**src/rtl/rrps_pkg.sv**
```systemverilog
`timescale 1ns / 1ps
`default_nettype none
// ============================================================================
// rrps_pkg
// Shared types and constants of the round-robin process scheduler.
// ============================================================================
package rrps_pkg;

    // ready queue geometry
    localparam int QUEUE_DEPTH = 64;
    localparam int QPTR_W      = (QUEUE_DEPTH > 1) ? $clog2(QUEUE_DEPTH) : 1;
    localparam int QCNT_W      = $clog2(QUEUE_DEPTH + 1);

    // process id and counter widths
    localparam int ID_WIDTH = 16;
    localparam int RUN_W    = 32;
    localparam int TOTAL_W  = 48;
    localparam int ENTRY_W  = ID_WIDTH + RUN_W;

    // configuration registers
    localparam int SLICE_W   = 16;
    localparam int TICK_W    = 32;
    localparam int QLIMIT_W  = 7;
    localparam int CFG_DATA_W = 32;
    localparam int CFG_IDX_W  = 2;
    localparam int LIM_W      = (QCNT_W > QLIMIT_W) ? QCNT_W : QLIMIT_W;

    localparam logic [CFG_IDX_W-1:0] CFG_SLICE_LENGTH = 2'd0;
    localparam logic [CFG_IDX_W-1:0] CFG_TICK_LIMIT   = 2'd1;
    localparam logic [CFG_IDX_W-1:0] CFG_QUEUE_LIMIT  = 2'd2;

    localparam logic [SLICE_W-1:0]  SLICE_LENGTH_RST = 16'd1000;
    localparam logic [TICK_W-1:0]   TICK_LIMIT_RST   = 32'd50000;
    localparam logic [QLIMIT_W-1:0] QUEUE_LIMIT_RST  = 7'd64;

    typedef struct packed {
        logic arrival;
        logic terminate;
    } req_t;

    typedef struct packed {
        logic [15:0]        running_id;
        logic               running_idle;
        logic [TOTAL_W-1:0] total_run;
        logic               arrival_dropped;
        logic               finished;
    } res_t;

    // controller to datapath
    typedef struct packed {
        logic accept;
        logic count;
        logic rotate;
        logic arrive;
        logic term;
        logic take;
        logic result;
    } cmd_t;

    // datapath to controller
    typedef struct packed {
        logic done;
        logic slice_end;
        logic nonempty;
        logic term_take;
        logic out_free;
    } status_t;

endpackage
`default_nettype wire

```
**src/rtl/rrps_ctrl.sv**
```systemverilog
`timescale 1ns / 1ps
`default_nettype none
// ============================================================================
// rrps_ctrl
// Tick sequencer: walks one request through count, rotate, arrival,
// terminate, take and result steps.
// ============================================================================
module rrps_ctrl (
    input  wire logic              clk,
    input  wire logic              rst_n,
    input  wire logic              req_valid,
    output logic                   req_ready,
    input  wire rrps_pkg::status_t status,
    output rrps_pkg::cmd_t         cmd
);

    typedef enum logic [6:0] {
        ST_IDLE   = 7'b0000001,
        ST_COUNT  = 7'b0000010,
        ST_ROT    = 7'b0000100,
        ST_ARRIVE = 7'b0001000,
        ST_TERM   = 7'b0010000,
        ST_TAKE   = 7'b0100000,
        ST_RESULT = 7'b1000000
    } state_t;

    state_t state_reg;
    state_t state_next;

    assign req_ready = (state_reg == ST_IDLE);

    always_comb
    begin
        cmd        = '0;
        state_next = state_reg;
        unique case (state_reg)
            ST_IDLE:
            begin
                if (req_valid)
                begin
                    cmd.accept = 1'b1;
                    state_next = ST_COUNT;
                end
            end
            ST_COUNT:
            begin
                cmd.count = 1'b1;
                if (status.done)
                    state_next = ST_RESULT;
                else if (status.slice_end && status.nonempty)
                    state_next = ST_ROT;
                else
                    state_next = ST_ARRIVE;
            end
            ST_ROT:
            begin
                cmd.rotate = 1'b1;
                state_next = ST_ARRIVE;
            end
            ST_ARRIVE:
            begin
                cmd.arrive = 1'b1;
                state_next = ST_TERM;
            end
            ST_TERM:
            begin
                cmd.term = 1'b1;
                if (status.term_take && status.nonempty)
                    state_next = ST_TAKE;
                else
                    state_next = ST_RESULT;
            end
            ST_TAKE:
            begin
                cmd.take   = 1'b1;
                state_next = ST_RESULT;
            end
            ST_RESULT:
            begin
                cmd.result = 1'b1;
                if (status.out_free)
                    state_next = ST_IDLE;
            end
            default:
            begin
                state_next = ST_IDLE;
            end
        endcase
    end

    always_ff @(posedge clk or negedge rst_n)
    begin
        if (!rst_n)
            state_reg <= ST_IDLE;
        else
            state_reg <= state_next;
    end

endmodule
`default_nettype wire

```
**src/rtl/rrps_datapath.sv**
```systemverilog
`timescale 1ns / 1ps
`default_nettype none
// ============================================================================
// rrps_datapath
// Scheduler state: ready queue memory, current process, counters,
// configuration registers and the result register.
// ============================================================================
module rrps_datapath (
    input  wire logic                               clk,
    input  wire logic                               rst_n,
    input  wire logic                               cfg_we,
    input  wire logic [rrps_pkg::CFG_IDX_W-1:0]     cfg_index,
    input  wire logic [rrps_pkg::CFG_DATA_W-1:0]    cfg_data,
    input  wire rrps_pkg::req_t                     req_data,
    input  wire rrps_pkg::cmd_t                     cmd,
    output rrps_pkg::status_t                       status,
    input  wire logic                               result_ready,
    output logic                                    result_valid,
    output rrps_pkg::res_t                          result_data
);

    // configuration
    logic [rrps_pkg::SLICE_W-1:0]  slice_length_reg;
    logic [rrps_pkg::TICK_W-1:0]   tick_limit_reg;
    logic [rrps_pkg::QLIMIT_W-1:0] queue_limit_reg;

    // ready queue
    logic [rrps_pkg::ENTRY_W-1:0]  queue_mem [rrps_pkg::QUEUE_DEPTH];
    logic [rrps_pkg::ENTRY_W-1:0]  head_entry_reg;
    logic [rrps_pkg::QPTR_W-1:0]   head_reg;
    logic [rrps_pkg::QPTR_W-1:0]   tail_reg;
    logic [rrps_pkg::QCNT_W-1:0]   count_reg;

    // scheduler state
    logic [rrps_pkg::ID_WIDTH-1:0] cur_id_reg;
    logic [rrps_pkg::RUN_W-1:0]    cur_run_reg;
    logic                          cur_idle_reg;
    logic [rrps_pkg::ID_WIDTH-1:0] next_id_reg;
    logic [rrps_pkg::TICK_W-1:0]   tick_reg;
    logic [rrps_pkg::SLICE_W-1:0]  slice_reg;
    logic [rrps_pkg::TOTAL_W-1:0]  total_reg;
    logic                          done_reg;
    logic                          dropped_reg;
    rrps_pkg::req_t                req_reg;

    logic                          result_valid_reg;
    rrps_pkg::res_t                result_reg;

    // combinational helpers
    logic [rrps_pkg::SLICE_W-1:0]  slen;
    logic [rrps_pkg::SLICE_W:0]    slice_inc;
    logic                          slice_end;
    logic [rrps_pkg::LIM_W-1:0]    eff_limit;
    logic [rrps_pkg::LIM_W-1:0]    count_ext;
    logic                          queue_full;
    logic [rrps_pkg::QPTR_W-1:0]   head_adv;
    logic [rrps_pkg::QPTR_W-1:0]   tail_adv;
    logic [rrps_pkg::ID_WIDTH-1:0] id_inc;
    logic [rrps_pkg::TOTAL_W:0]    total_sum;
    logic                          out_free;
    logic                          done_now;
    logic                          wr_en;
    logic [rrps_pkg::QPTR_W-1:0]   wr_addr;
    logic [rrps_pkg::ENTRY_W-1:0]  wr_data;
    logic                          arrive_ok;

    assign slen      = (slice_length_reg == '0) ? rrps_pkg::SLICE_W'(1) : slice_length_reg;
    assign slice_inc = {1'b0, slice_reg} + (rrps_pkg::SLICE_W + 1)'(1);
    assign slice_end = (slice_inc >= {1'b0, slen});

    always_comb
    begin
        priority if (queue_limit_reg == '0)
            eff_limit = rrps_pkg::LIM_W'(1);
        else if (rrps_pkg::LIM_W'(queue_limit_reg) > rrps_pkg::LIM_W'(rrps_pkg::QUEUE_DEPTH))
            eff_limit = rrps_pkg::LIM_W'(rrps_pkg::QUEUE_DEPTH);
        else
            eff_limit = rrps_pkg::LIM_W'(queue_limit_reg);
    end

    assign count_ext  = rrps_pkg::LIM_W'(count_reg);
    assign queue_full = (count_ext >= eff_limit);
    assign arrive_ok  = req_reg.arrival && !queue_full;

    assign head_adv = (head_reg == rrps_pkg::QPTR_W'(rrps_pkg::QUEUE_DEPTH - 1))
                      ? '0 : head_reg + rrps_pkg::QPTR_W'(1);
    assign tail_adv = (tail_reg == rrps_pkg::QPTR_W'(rrps_pkg::QUEUE_DEPTH - 1))
                      ? '0 : tail_reg + rrps_pkg::QPTR_W'(1);

    // zero is the idle id, skipped on wrap
    assign id_inc = (next_id_reg == '1) ? rrps_pkg::ID_WIDTH'(1)
                                        : next_id_reg + rrps_pkg::ID_WIDTH'(1);

    assign total_sum = {1'b0, total_reg} + (rrps_pkg::TOTAL_W + 1)'(cur_run_reg);

    assign out_free = !result_valid_reg || result_ready;
    assign done_now = done_reg || (tick_reg >= tick_limit_reg);

    assign status.done      = done_reg;
    assign status.slice_end = slice_end;
    assign status.nonempty  = (count_reg != '0);
    assign status.term_take = req_reg.terminate && !cur_idle_reg;
    assign status.out_free  = out_free;

    // single queue write port
    always_comb
    begin
        wr_en   = 1'b0;
        wr_addr = tail_reg;
        wr_data = {cur_id_reg, cur_run_reg};
        if (cmd.rotate && !cur_idle_reg)
            wr_en = 1'b1;
        else if (cmd.arrive && arrive_ok)
        begin
            wr_en   = 1'b1;
            wr_data = {next_id_reg, {rrps_pkg::RUN_W{1'b0}}};
        end
    end

    always_ff @(posedge clk)
    begin
        if (wr_en)
            queue_mem[wr_addr] <= wr_data;
        head_entry_reg <= queue_mem[head_reg];
    end

    always_ff @(posedge clk or negedge rst_n)
    begin
        if (!rst_n)
        begin
            slice_length_reg <= rrps_pkg::SLICE_LENGTH_RST;
            tick_limit_reg   <= rrps_pkg::TICK_LIMIT_RST;
            queue_limit_reg  <= rrps_pkg::QUEUE_LIMIT_RST;
        end
        else if (cfg_we)
        begin
            unique case (cfg_index)
                rrps_pkg::CFG_SLICE_LENGTH:
                    slice_length_reg <= cfg_data[rrps_pkg::SLICE_W-1:0];
                rrps_pkg::CFG_TICK_LIMIT:
                    tick_limit_reg <= cfg_data[rrps_pkg::TICK_W-1:0];
                rrps_pkg::CFG_QUEUE_LIMIT:
                    queue_limit_reg <= cfg_data[rrps_pkg::QLIMIT_W-1:0];
                default:
                begin
                end
            endcase
        end
    end

    always_ff @(posedge clk or negedge rst_n)
    begin
        if (!rst_n)
        begin
            head_reg     <= '0;
            tail_reg     <= '0;
            count_reg    <= '0;
            cur_id_reg   <= '0;
            cur_run_reg  <= '0;
            cur_idle_reg <= 1'b1;
            next_id_reg  <= rrps_pkg::ID_WIDTH'(1);
            tick_reg     <= '0;
            slice_reg    <= '0;
            total_reg    <= '0;
            done_reg     <= 1'b0;
            dropped_reg  <= 1'b0;
            req_reg      <= '0;
        end
        else
        begin
            if (cmd.accept)
            begin
                req_reg     <= req_data;
                dropped_reg <= 1'b0;
            end

            if (cmd.count && !done_reg)
            begin
                tick_reg <= tick_reg + rrps_pkg::TICK_W'(1);
                if (!cur_idle_reg && cur_run_reg != '1)
                    cur_run_reg <= cur_run_reg + rrps_pkg::RUN_W'(1);
                slice_reg <= slice_end ? '0 : slice_inc[rrps_pkg::SLICE_W-1:0];
            end

            // slice end: head becomes current, old current goes to the tail
            if (cmd.rotate)
            begin
                cur_id_reg   <= head_entry_reg[rrps_pkg::ENTRY_W-1:rrps_pkg::RUN_W];
                cur_run_reg  <= head_entry_reg[rrps_pkg::RUN_W-1:0];
                cur_idle_reg <= 1'b0;
                head_reg     <= head_adv;
                if (!cur_idle_reg)
                    tail_reg <= tail_adv;
                else
                    count_reg <= count_reg - rrps_pkg::QCNT_W'(1);
            end

            if (cmd.arrive && req_reg.arrival)
            begin
                if (queue_full)
                    dropped_reg <= 1'b1;
                else
                begin
                    tail_reg    <= tail_adv;
                    count_reg   <= count_reg + rrps_pkg::QCNT_W'(1);
                    next_id_reg <= id_inc;
                end
            end

            if (cmd.term && req_reg.terminate && !cur_idle_reg)
            begin
                total_reg <= total_sum[rrps_pkg::TOTAL_W] ? '1
                                                          : total_sum[rrps_pkg::TOTAL_W-1:0];
                if (count_reg == '0)
                begin
                    cur_idle_reg <= 1'b1;
                    cur_id_reg   <= '0;
                    cur_run_reg  <= '0;
                end
            end

            if (cmd.take)
            begin
                cur_id_reg   <= head_entry_reg[rrps_pkg::ENTRY_W-1:rrps_pkg::RUN_W];
                cur_run_reg  <= head_entry_reg[rrps_pkg::RUN_W-1:0];
                cur_idle_reg <= 1'b0;
                head_reg     <= head_adv;
                count_reg    <= count_reg - rrps_pkg::QCNT_W'(1);
            end

            if (cmd.result && out_free)
                done_reg <= done_now;
        end
    end

    always_ff @(posedge clk or negedge rst_n)
    begin
        if (!rst_n)
            result_valid_reg <= 1'b0;
        else if (cmd.result && out_free)
            result_valid_reg <= 1'b1;
        else if (result_ready)
            result_valid_reg <= 1'b0;
    end

    always_ff @(posedge clk)
    begin
        if (cmd.result && out_free)
        begin
            result_reg.running_id      <= cur_idle_reg ? 16'd0 : 16'(cur_id_reg);
            result_reg.running_idle    <= cur_idle_reg;
            result_reg.total_run       <= total_reg;
            result_reg.arrival_dropped <= dropped_reg && !done_reg;
            result_reg.finished        <= done_now;
        end
    end

    assign result_valid = result_valid_reg;
    assign result_data  = result_reg;

endmodule
`default_nettype wire

```
**src/rtl/round_robin_process_scheduler.sv**
```systemverilog
`timescale 1ns / 1ps
`default_nettype none
// ============================================================================
// round_robin_process_scheduler
// Round-robin time-slice scheduler advanced one tick per request.
// ============================================================================
// Each request on req_* is one scheduler tick, optionally carrying a process
// arrival and a terminate of the running process; each tick returns exactly
// one result on result_* holding the running process, the saturating total
// run count of terminated processes, a dropped-arrival flag and the finished
// flag. A tick walks the count, arrival, terminate and result steps, adding
// a rotate step when a slice ends with a non-empty queue, a take step when
// a terminate takes the queue head; once the run has finished it goes from
// count straight to result. A result still waiting on result_ready stalls
// the sequence at its last step. Queue takes use the registered read of the
// ready-queue memory, which has a single write port. The queue memory needs
// no clearing pass after reset: only written entries are ever read.
// Configuration writes (cfg_we, cfg_index, cfg_data) are taken in any cycle
// and should only be issued while the block is idle.
// ============================================================================
module round_robin_process_scheduler (
    input  wire logic                            clk,
    input  wire logic                            rst_n,

    // configuration write port
    input  wire logic                            cfg_we,
    input  wire logic [rrps_pkg::CFG_IDX_W-1:0]  cfg_index,
    input  wire logic [rrps_pkg::CFG_DATA_W-1:0] cfg_data,

    // tick request channel
    input  wire logic                            req_valid,
    output logic                                 req_ready,
    input  wire rrps_pkg::req_t                  req_data,

    // result channel
    output logic                                 result_valid,
    input  wire logic                            result_ready,
    output rrps_pkg::res_t                       result_data
);

    // command and status between sequencer and datapath
    rrps_pkg::cmd_t    cmd;
    rrps_pkg::status_t status;

    // sequencer: one step of the tick per cycle unless the result stalls
    rrps_ctrl u_ctrl (
        .clk       (clk),
        .rst_n     (rst_n),
        .req_valid (req_valid),
        .req_ready (req_ready),
        .status    (status),
        .cmd       (cmd)
    );

    // queue memory, counters and the result register
    rrps_datapath u_datapath (
        .clk          (clk),
        .rst_n        (rst_n),
        .cfg_we       (cfg_we),
        .cfg_index    (cfg_index),
        .cfg_data     (cfg_data),
        .req_data     (req_data),
        .cmd          (cmd),
        .status       (status),
        .result_ready (result_ready),
        .result_valid (result_valid),
        .result_data  (result_data)
    );

endmodule
`default_nettype wire

```
**config.mk**
```make
export PLATFORM = sky130hd
export DESIGN_NAME = round_robin_process_scheduler
export DESIGN_NICKNAME = d
export VERILOG_FILES = /design/src/rtl/rrps_pkg.sv /design/src/rtl/rrps_ctrl.sv /design/src/rtl/rrps_datapath.sv /design/src/rtl/round_robin_process_scheduler.sv
export SDC_FILE = /design/constraint.sdc
export NUM_CORES = 2
export LEC_CHECK = 0
export ABC_AREA = 1
export BUFFER_PORTS_ARGS = -buffer_cell sky130_fd_sc_hd__buf_2
export CAP_MARGIN = 5
export CORE_ASPECT_RATIO = 1.25
export CORE_MARGIN = 4
export CORE_UTILIZATION = 50
export DETAILED_ROUTE_END_ITERATION = 12
export MAX_ROUTING_LAYER = met4
export PLACE_DENSITY = 0.65
export SYNTH_ARGS = -nofsm -noshare
export SYNTH_HDL_FRONTEND = slang
export SYNTH_HIERARCHICAL = 1
export SYNTH_SLANG_ARGS = --single-unit
```
**constraint.sdc**
```tcl
create_clock -name clk -period 12.7 [get_ports clk]
set_input_delay 1.27 -clock clk [delete_from_list [all_inputs] [get_ports clk]]
set_output_delay 1.27 -clock clk [all_outputs]
set_load 0.02 [all_outputs]
```
## Word-level counts from Yosys, hierarchy flattened

Memory sizes are Yosys's and may differ from the RTL's. A register that Yosys moved wholly into a read port is not among the register bits.
Cells that the tools add are included.

| word-level totals | value |
|---|---|
| register bits | 314 |
| memory bits (writable) | 3072 |
| bits of input ports | 41 |
| output and inout bits | 69 |
| logic and storage cells | 143 |
| memories kept | 1 |

| cells by class | value |
|---|---|
| $add $sub $neg | 9 |
| order comparisons | 4 |
| eq/ne operators | 15 |
| mux-type cells | 58 |
| bitwise operators | 1 |
| reduce and logical (&&, ||, !) cells | 31 |

Memory list:

| memory | depth | bits a word | rd ports | clocked after Yosys merged registers in | write ports | RTL line | RTL |
|---|---|---|---|---|---|---|---|
| u_datapath.queue_mem | 64 | 48 | 1 | 1 | 1 | rrps_datapath.sv:28 | `logic [rrps_pkg::ENTRY_W-1:0] queue_mem [rrps_pkg::QUEUE_DEPTH];` |

Operators by type and width:

| kind | count |
|---|---|
| $mux W32 | 6 |
| $mux W48 | 3 |
| $mux W16 | 7 |
| $mux W7 | 11 |
| $add A32 B1 Y32 const B | 2 |
| $add A48 B32 Y49 | 1 |
| $pmux W7 S7 | 1 |
| $mux W6 | 8 |
| $ge A32 B32 Y1 | 1 |
| $ne A32 B32 Y1 const B | 1 |
| $mux W1 | 21 |
| $add A16 B1 Y17 const B | 1 |
| $ge A17 B16 Y1 | 1 |
| $add A16 B1 Y16 const B | 1 |
| $eq A16 B16 Y1 const B | 1 |
| $logic_not A16 Y1 | 1 |
| $logic_not A7 Y1 | 2 |
| $logic_and A1 B1 Y1 | 13 |
| $add A6 B1 Y6 const B | 2 |
| $eq A6 B6 Y1 const B | 2 |
| $reduce_and A2 Y1 | 5 |
| $add A7 B1 Y7 const B | 1 |
| $eq A7 B1 Y1 const B | 1 |
| $eq A7 B2 Y1 const B | 1 |
| 19 further kinds | 24 |

## Depth between registers and ports, before layout

| logic depth | value |
|---|---|
| word-level depth | 11 |
| mapped depth | 21 |
| mapped depth without buffers | 19 |

## By module

Netlist, hierarchy kept.

Modules (own cells, without submodules):

| module | instances | cells each | area each (um^2) |
|---|---|---|---|
| rrps_datapath | 1 | 11578 | 139704.0 |
| rrps_ctrl | 1 | 69 | 452.9 |

## Least setup slack after synthesis

OpenSTA, ideal clock, no wires.

| timing | value |
|---|---|
| path type | register to register |
| from | register u_datapath/queue_limit_reg[4] (netlist bit) |
| to | memory u_datapath/queue_mem[0][32] (netlist bit), data pin |
| arrival time | 4.361 ns |
| slack | 7.637 ns |
| cell stages (with the launch flop) | 15 |
| path buffers | 1 |
| period minus slack after synthesis | 5.063 ns |
| cell sequence | dfrtp_1 > nor4_1 > nand2_1 > nand2_1 > nand2_1 > ha_1 > a21oi_1 > o21ai_1 > a21oi_1 > nand2_1 > nor2_4 > inv_2 > a21oi_2 > buf_2 > o21ai_0 |

| on the way | value |
|---|---|
| word-level cells in the longest chain between the ends | 9 |

Ends and longest elaborated chain:

| element | RTL line | RTL |
|---|---|---|
| start: declaration | rrps_datapath.sv:25 | `logic [rrps_pkg::QLIMIT_W-1:0] queue_limit_reg;` |
| start signal: assignment | rrps_datapath.sv:133 | `queue_limit_reg <= rrps_pkg::QUEUE_LIMIT_RST;` |
| start signal: assignment | rrps_datapath.sv:143 | `queue_limit_reg <= cfg_data[rrps_pkg::QLIMIT_W-1:0];` |
| $gt A7 B7 Y1 | rrps_datapath.sv:75 | `else if (rrps_pkg::LIM_W'(queue_limit_reg) > rrps_pkg::LIM_W'(rrps_pkg::QUEUE_DEPTH))` |
| $mux W7 | rrps_datapath.sv:75 |  |
| $mux W7 * | rrps_datapath.sv:73 | `priority if (queue_limit_reg == '0)` |
| $ge A7 B7 Y1 * | rrps_datapath.sv:82 | `assign queue_full = (count_ext >= eff_limit);` |
| $logic_not A1 Y1 * | rrps_datapath.sv:83 | `assign arrive_ok = req_reg.arrival && !queue_full;` |
| $logic_and A1 B1 Y1 * | rrps_datapath.sv:83 |  |
| $logic_and A1 B1 Y1 * | rrps_datapath.sv:113 | `else if (cmd.arrive && arrive_ok)` |
| $mux W48 * | rrps_datapath.sv:113 |  |
| $mux W48 * | rrps_datapath.sv:111 | `if (cmd.rotate && !cur_idle_reg)` |
| named net u_datapath.wr_data (one bit) | rrps_datapath.sv:64 | `logic [rrps_pkg::ENTRY_W-1:0] wr_data;` |
| end: declaration | rrps_datapath.sv:28 |  |

The timed path passes the listed nets; every way through them passes the cells marked *.

## Worst setup path after layout

| timing | value |
|---|---|
| from | register u_datapath/queue_limit_reg[4] (netlist bit) |
| to | memory u_datapath/queue_mem[36][22] (netlist bit) (enable) |

| on the way | value |
|---|---|
| word-level cells in the longest chain between the ends | 11 |

Ends and longest elaborated chain:

| element | RTL line | RTL |
|---|---|---|
| $gt A7 B7 Y1 | rrps_datapath.sv:75 |  |
| $mux W7 | rrps_datapath.sv:75 |  |
| $mux W7 * | rrps_datapath.sv:73 |  |
| $ge A7 B7 Y1 * | rrps_datapath.sv:82 |  |
| $logic_not A1 Y1 * | rrps_datapath.sv:83 |  |
| $logic_and A1 B1 Y1 * | rrps_datapath.sv:83 |  |
| $logic_and A1 B1 Y1 * | rrps_datapath.sv:113 |  |
| $mux W1 * | rrps_datapath.sv:113 |  |
| $mux W1 * | rrps_datapath.sv:111 |  |
| $mux W1 * | rrps_datapath.sv:122 | `if (wr_en)` |
| $mux W1 (not written as such) * | rrps_datapath.sv:123 | `queue_mem[wr_addr] <= wr_data;` |

Mark *: on every way between the ends. The rest lies on a longest branch, timed or not.

==> results.sh <==
export IMPL_status="complete, no violations"
export IMPL_synth_edf_count=3139
export IMPL_yosysSeqAreaShare_pct=72.4
export IMPL_worst_path_max_fanout=31
export IMPL_ioPinCount=110
export IMPL_clkSinkCount=3434
export IMPL_hold_slack_ps=431
export IMPL_largest_register_ffs=3072
export IMPL_core_area_um2=279000
export IMPL_cts_root_buf="clkbuf_16"
export IMPL_cp_cell_sequence="nor4_1 -> nand2_1 -> nand2_1 -> nand2_1 -> ha_1 -> a21oi_1 -> o21ai_1 -> a21oi_1 -> nand2_1 -> nor2_4 -> inv_2 -> o21ai_2 -> nand2_1 -> nor2_4 -> buf_4"
export IMPL_gp_congestion=0.918
export IMPL_drv_cap=0
export IMPL_grt_start_max_net_pins=213
export IMPL_num_rows=217
export IMPL_cp_slowest_cell="nor2_4"
export IMPL_netlist_instances=11600
export IMPL_grt_overflow_total=0
export IMPL_fp_dieH_um=600
export IMPL_start_util_pct=50.2
export IMPL_drv_slew=0
export IMPL_ir_drop_mv=0.150
export IMPL_area_growth_pct=11.5
export IMPL_power_uw=28900
export IMPL_slew_headroom_pct=23.2
export IMPL_path_class="reg2reg"
export IMPL_period_share_pct=43.8
export IMPL_postLayoutCoreUtil_pct=55.9
export IMPL_hpwl_um=219000
export IMPL_crit_path_end_kind="register"
export IMPL_arrival_ps=6060
export IMPL_final_layout_size_suffix_gt1_share_pct=8.37
export IMPL_die_x_um=482
export IMPL_postCtsResizedCells=0
export IMPL_dr_first_iter_drc_count=11700
export IMPL_crit_top_cell="nand2_1"
export IMPL_yosys_warnings=6
export IMPL_yosysTopAreaCell="edfxtp_1"
export IMPL_largest_register="u_datapath/queue_mem"
export IMPL_cp_slowest_stage_delay_ps=890
export IMPL_first_pass_iters=8
export IMPL_drc=0
export IMPL_rsz0062_at_grt="no"
export IMPL_critical_path_top_delay_family="simple AND/OR/NAND/NOR gates"
export IMPL_postSynthAreaPerCell_um2=12.0
export IMPL_grt_pass1_wl_um=584000
export IMPL_antenna_found_initial=10
export IMPL_final_hold_violation_count=0
export IMPL_critPathLaunchType="register"
export IMPL_setup_violations=0
export IMPL_holdCritPathClass="in2async"
export IMPL_final_common_cell="edfxtp_1"
export IMPL_p_leak_uw=0.0570
export IMPL_final_net_count=11700
export IMPL_synthDistinctLibCells=50
export IMPL_port_buffer_count=109
export IMPL_cts_setup_buffers=0
export IMPL_grt_usage_pct=27.6
export IMPL_tightest_slew_ps=1150
export IMPL_required_ps=13190
export IMPL_h_tree_depth=5
export IMPL_synthTopCellsByArea="edfxtp_1, nor2_1, o21ai_0"
export IMPL_ant_nets=0
export IMPL_syn_area_um2=140000
export IMPL_final_area_um2=156000
export IMPL_fin_skew_ps=49.9
export IMPL_cts_tree="yes"
export IMPL_viasPerCell=6.07
export IMPL_wl_per_cell_um=25.5
export IMPL_postSynth_asyncResetShare_pct=7.19
export IMPL_cts_buffer_depth=4
export IMPL_synth_top_cell_area_share_pct=67.3
export IMPL_path_clk_slew_ps=60
export IMPL_first_global_vias=90500
export IMPL_clk_latency_ps=900
export IMPL_max_freq_mhz=180
export IMPL_syn_nets=11800
export IMPL_mostFrequentLayoutCells="edfxtp_1, nor2_1, o21ai_0"
export IMPL_hold_buffers=0
export IMPL_power_density_nw_per_um2=185
export IMPL_critPathBufInv=2
export IMPL_die_area_um2=289000
export IMPL_vias=94700
export IMPL_ys_flop_type="edfxtp_1"
export IMPL_fin_tns_setup_ps=0
export IMPL_post_dp_cell_area_um2=145000
export IMPL_tritoncts_num_buffers=338
export IMPL_ys_seq_elements=3434
export IMPL_wl_um=398000
export IMPL_fin_crit_ps=5560
cells in the mapped netlist (38+ instances only):
cell type,instances
a21oi_1,196
nand2_1,1211
o221ai_1,51
dfxtp_1,48
nor3_1,49
nand4_1,60
xor2_1,50
nor2_1,2306
o211ai_1,341
ha_1,95
dfrtp_1,231
nand3_1,512
o21ai_0,1682
buf_2,199
edfxtp_1,3139
clkbuf_1,441
o22ai_1,400
o21ai_1,68
inv_1,348
xnor2_1,38
cell families after synthesis:
logic type / synth area share [%]
AO/OA/AOI/OAI: 11.0
XOR/XNOR: 0.550
adder cells (fa/ha/maj): 0.862
buffers and inverters: 3.18
flip-flops: 72.4
multiplexers: 0.00803
AND/OR/NAND/NOR: 12.0
power breakdown:
part           internal, uW  leakage [uW]  switching [uW]  total, uW
Clock                  5910       0.00545            4240      10200
Combinational          1280        0.0165            3670       4950
Sequential            13400        0.0351             356      13800
through the flow:
step           worst slack (ps)  cells
2_1_floorplan              7640  11600
3_3_place_gp               7280  15000
3_5_place_dp               7250  15000
4_1_cts                    7200  15600
5_1_grt                    6760  15600
6_report                   7140  15600
cell type report:
cell class | instances | area (um2)
timing repair buffer | 310 | 2330
inverter | 363 | 1400
sequential | 3434 | 101000
multi-input combinational | 7146 | 35200
antenna | 5 | 12.5
clock inverter | 171 | 1900
clock buffer | 441 | 9270
fill | 22300 | 123000
tap | 3723 | 4660
final timing paths:
check	startpoint	to	slack (ps)	cells past startpoint
min reg2reg	u_datapath/head_entry_reg[3]$_DFF_P_	u_datapath/cur_run_reg[3]$_DFF_PN0_	460	2
max reg2reg	u_datapath/queue_limit_reg[4]$_DFFE_PN0P_	u_datapath/queue_mem[36][22]$_DFFE_PP_	7140	15
min in group clk	u_datapath/head_entry_reg[3]$_DFF_P_	u_datapath/cur_run_reg[3]$_DFF_PN0_	460	2
min	rst_n	u_datapath/tick_limit_reg[26]$_DFFE_PN0P_	430	1
max in group asynchronous	rst_n	u_datapath/cur_run_reg[10]$_DFF_PN0_	10330	3
max	u_datapath/queue_limit_reg[4]$_DFFE_PN0P_	u_datapath/queue_mem[36][22]$_DFFE_PP_	7140	15
routing by layer:
metal / wire length, um / part of all wire, % / global-route usage (%)
met5: 0 / 0 / -
met4: 14600 / 3.7 / 9.40
met3: 36900 / 9.3 / 4.55
met2: 193000 / 48 / 44.6
met1: 154000 / 39 / 35.9
Power figures use the tool's default switching activity.
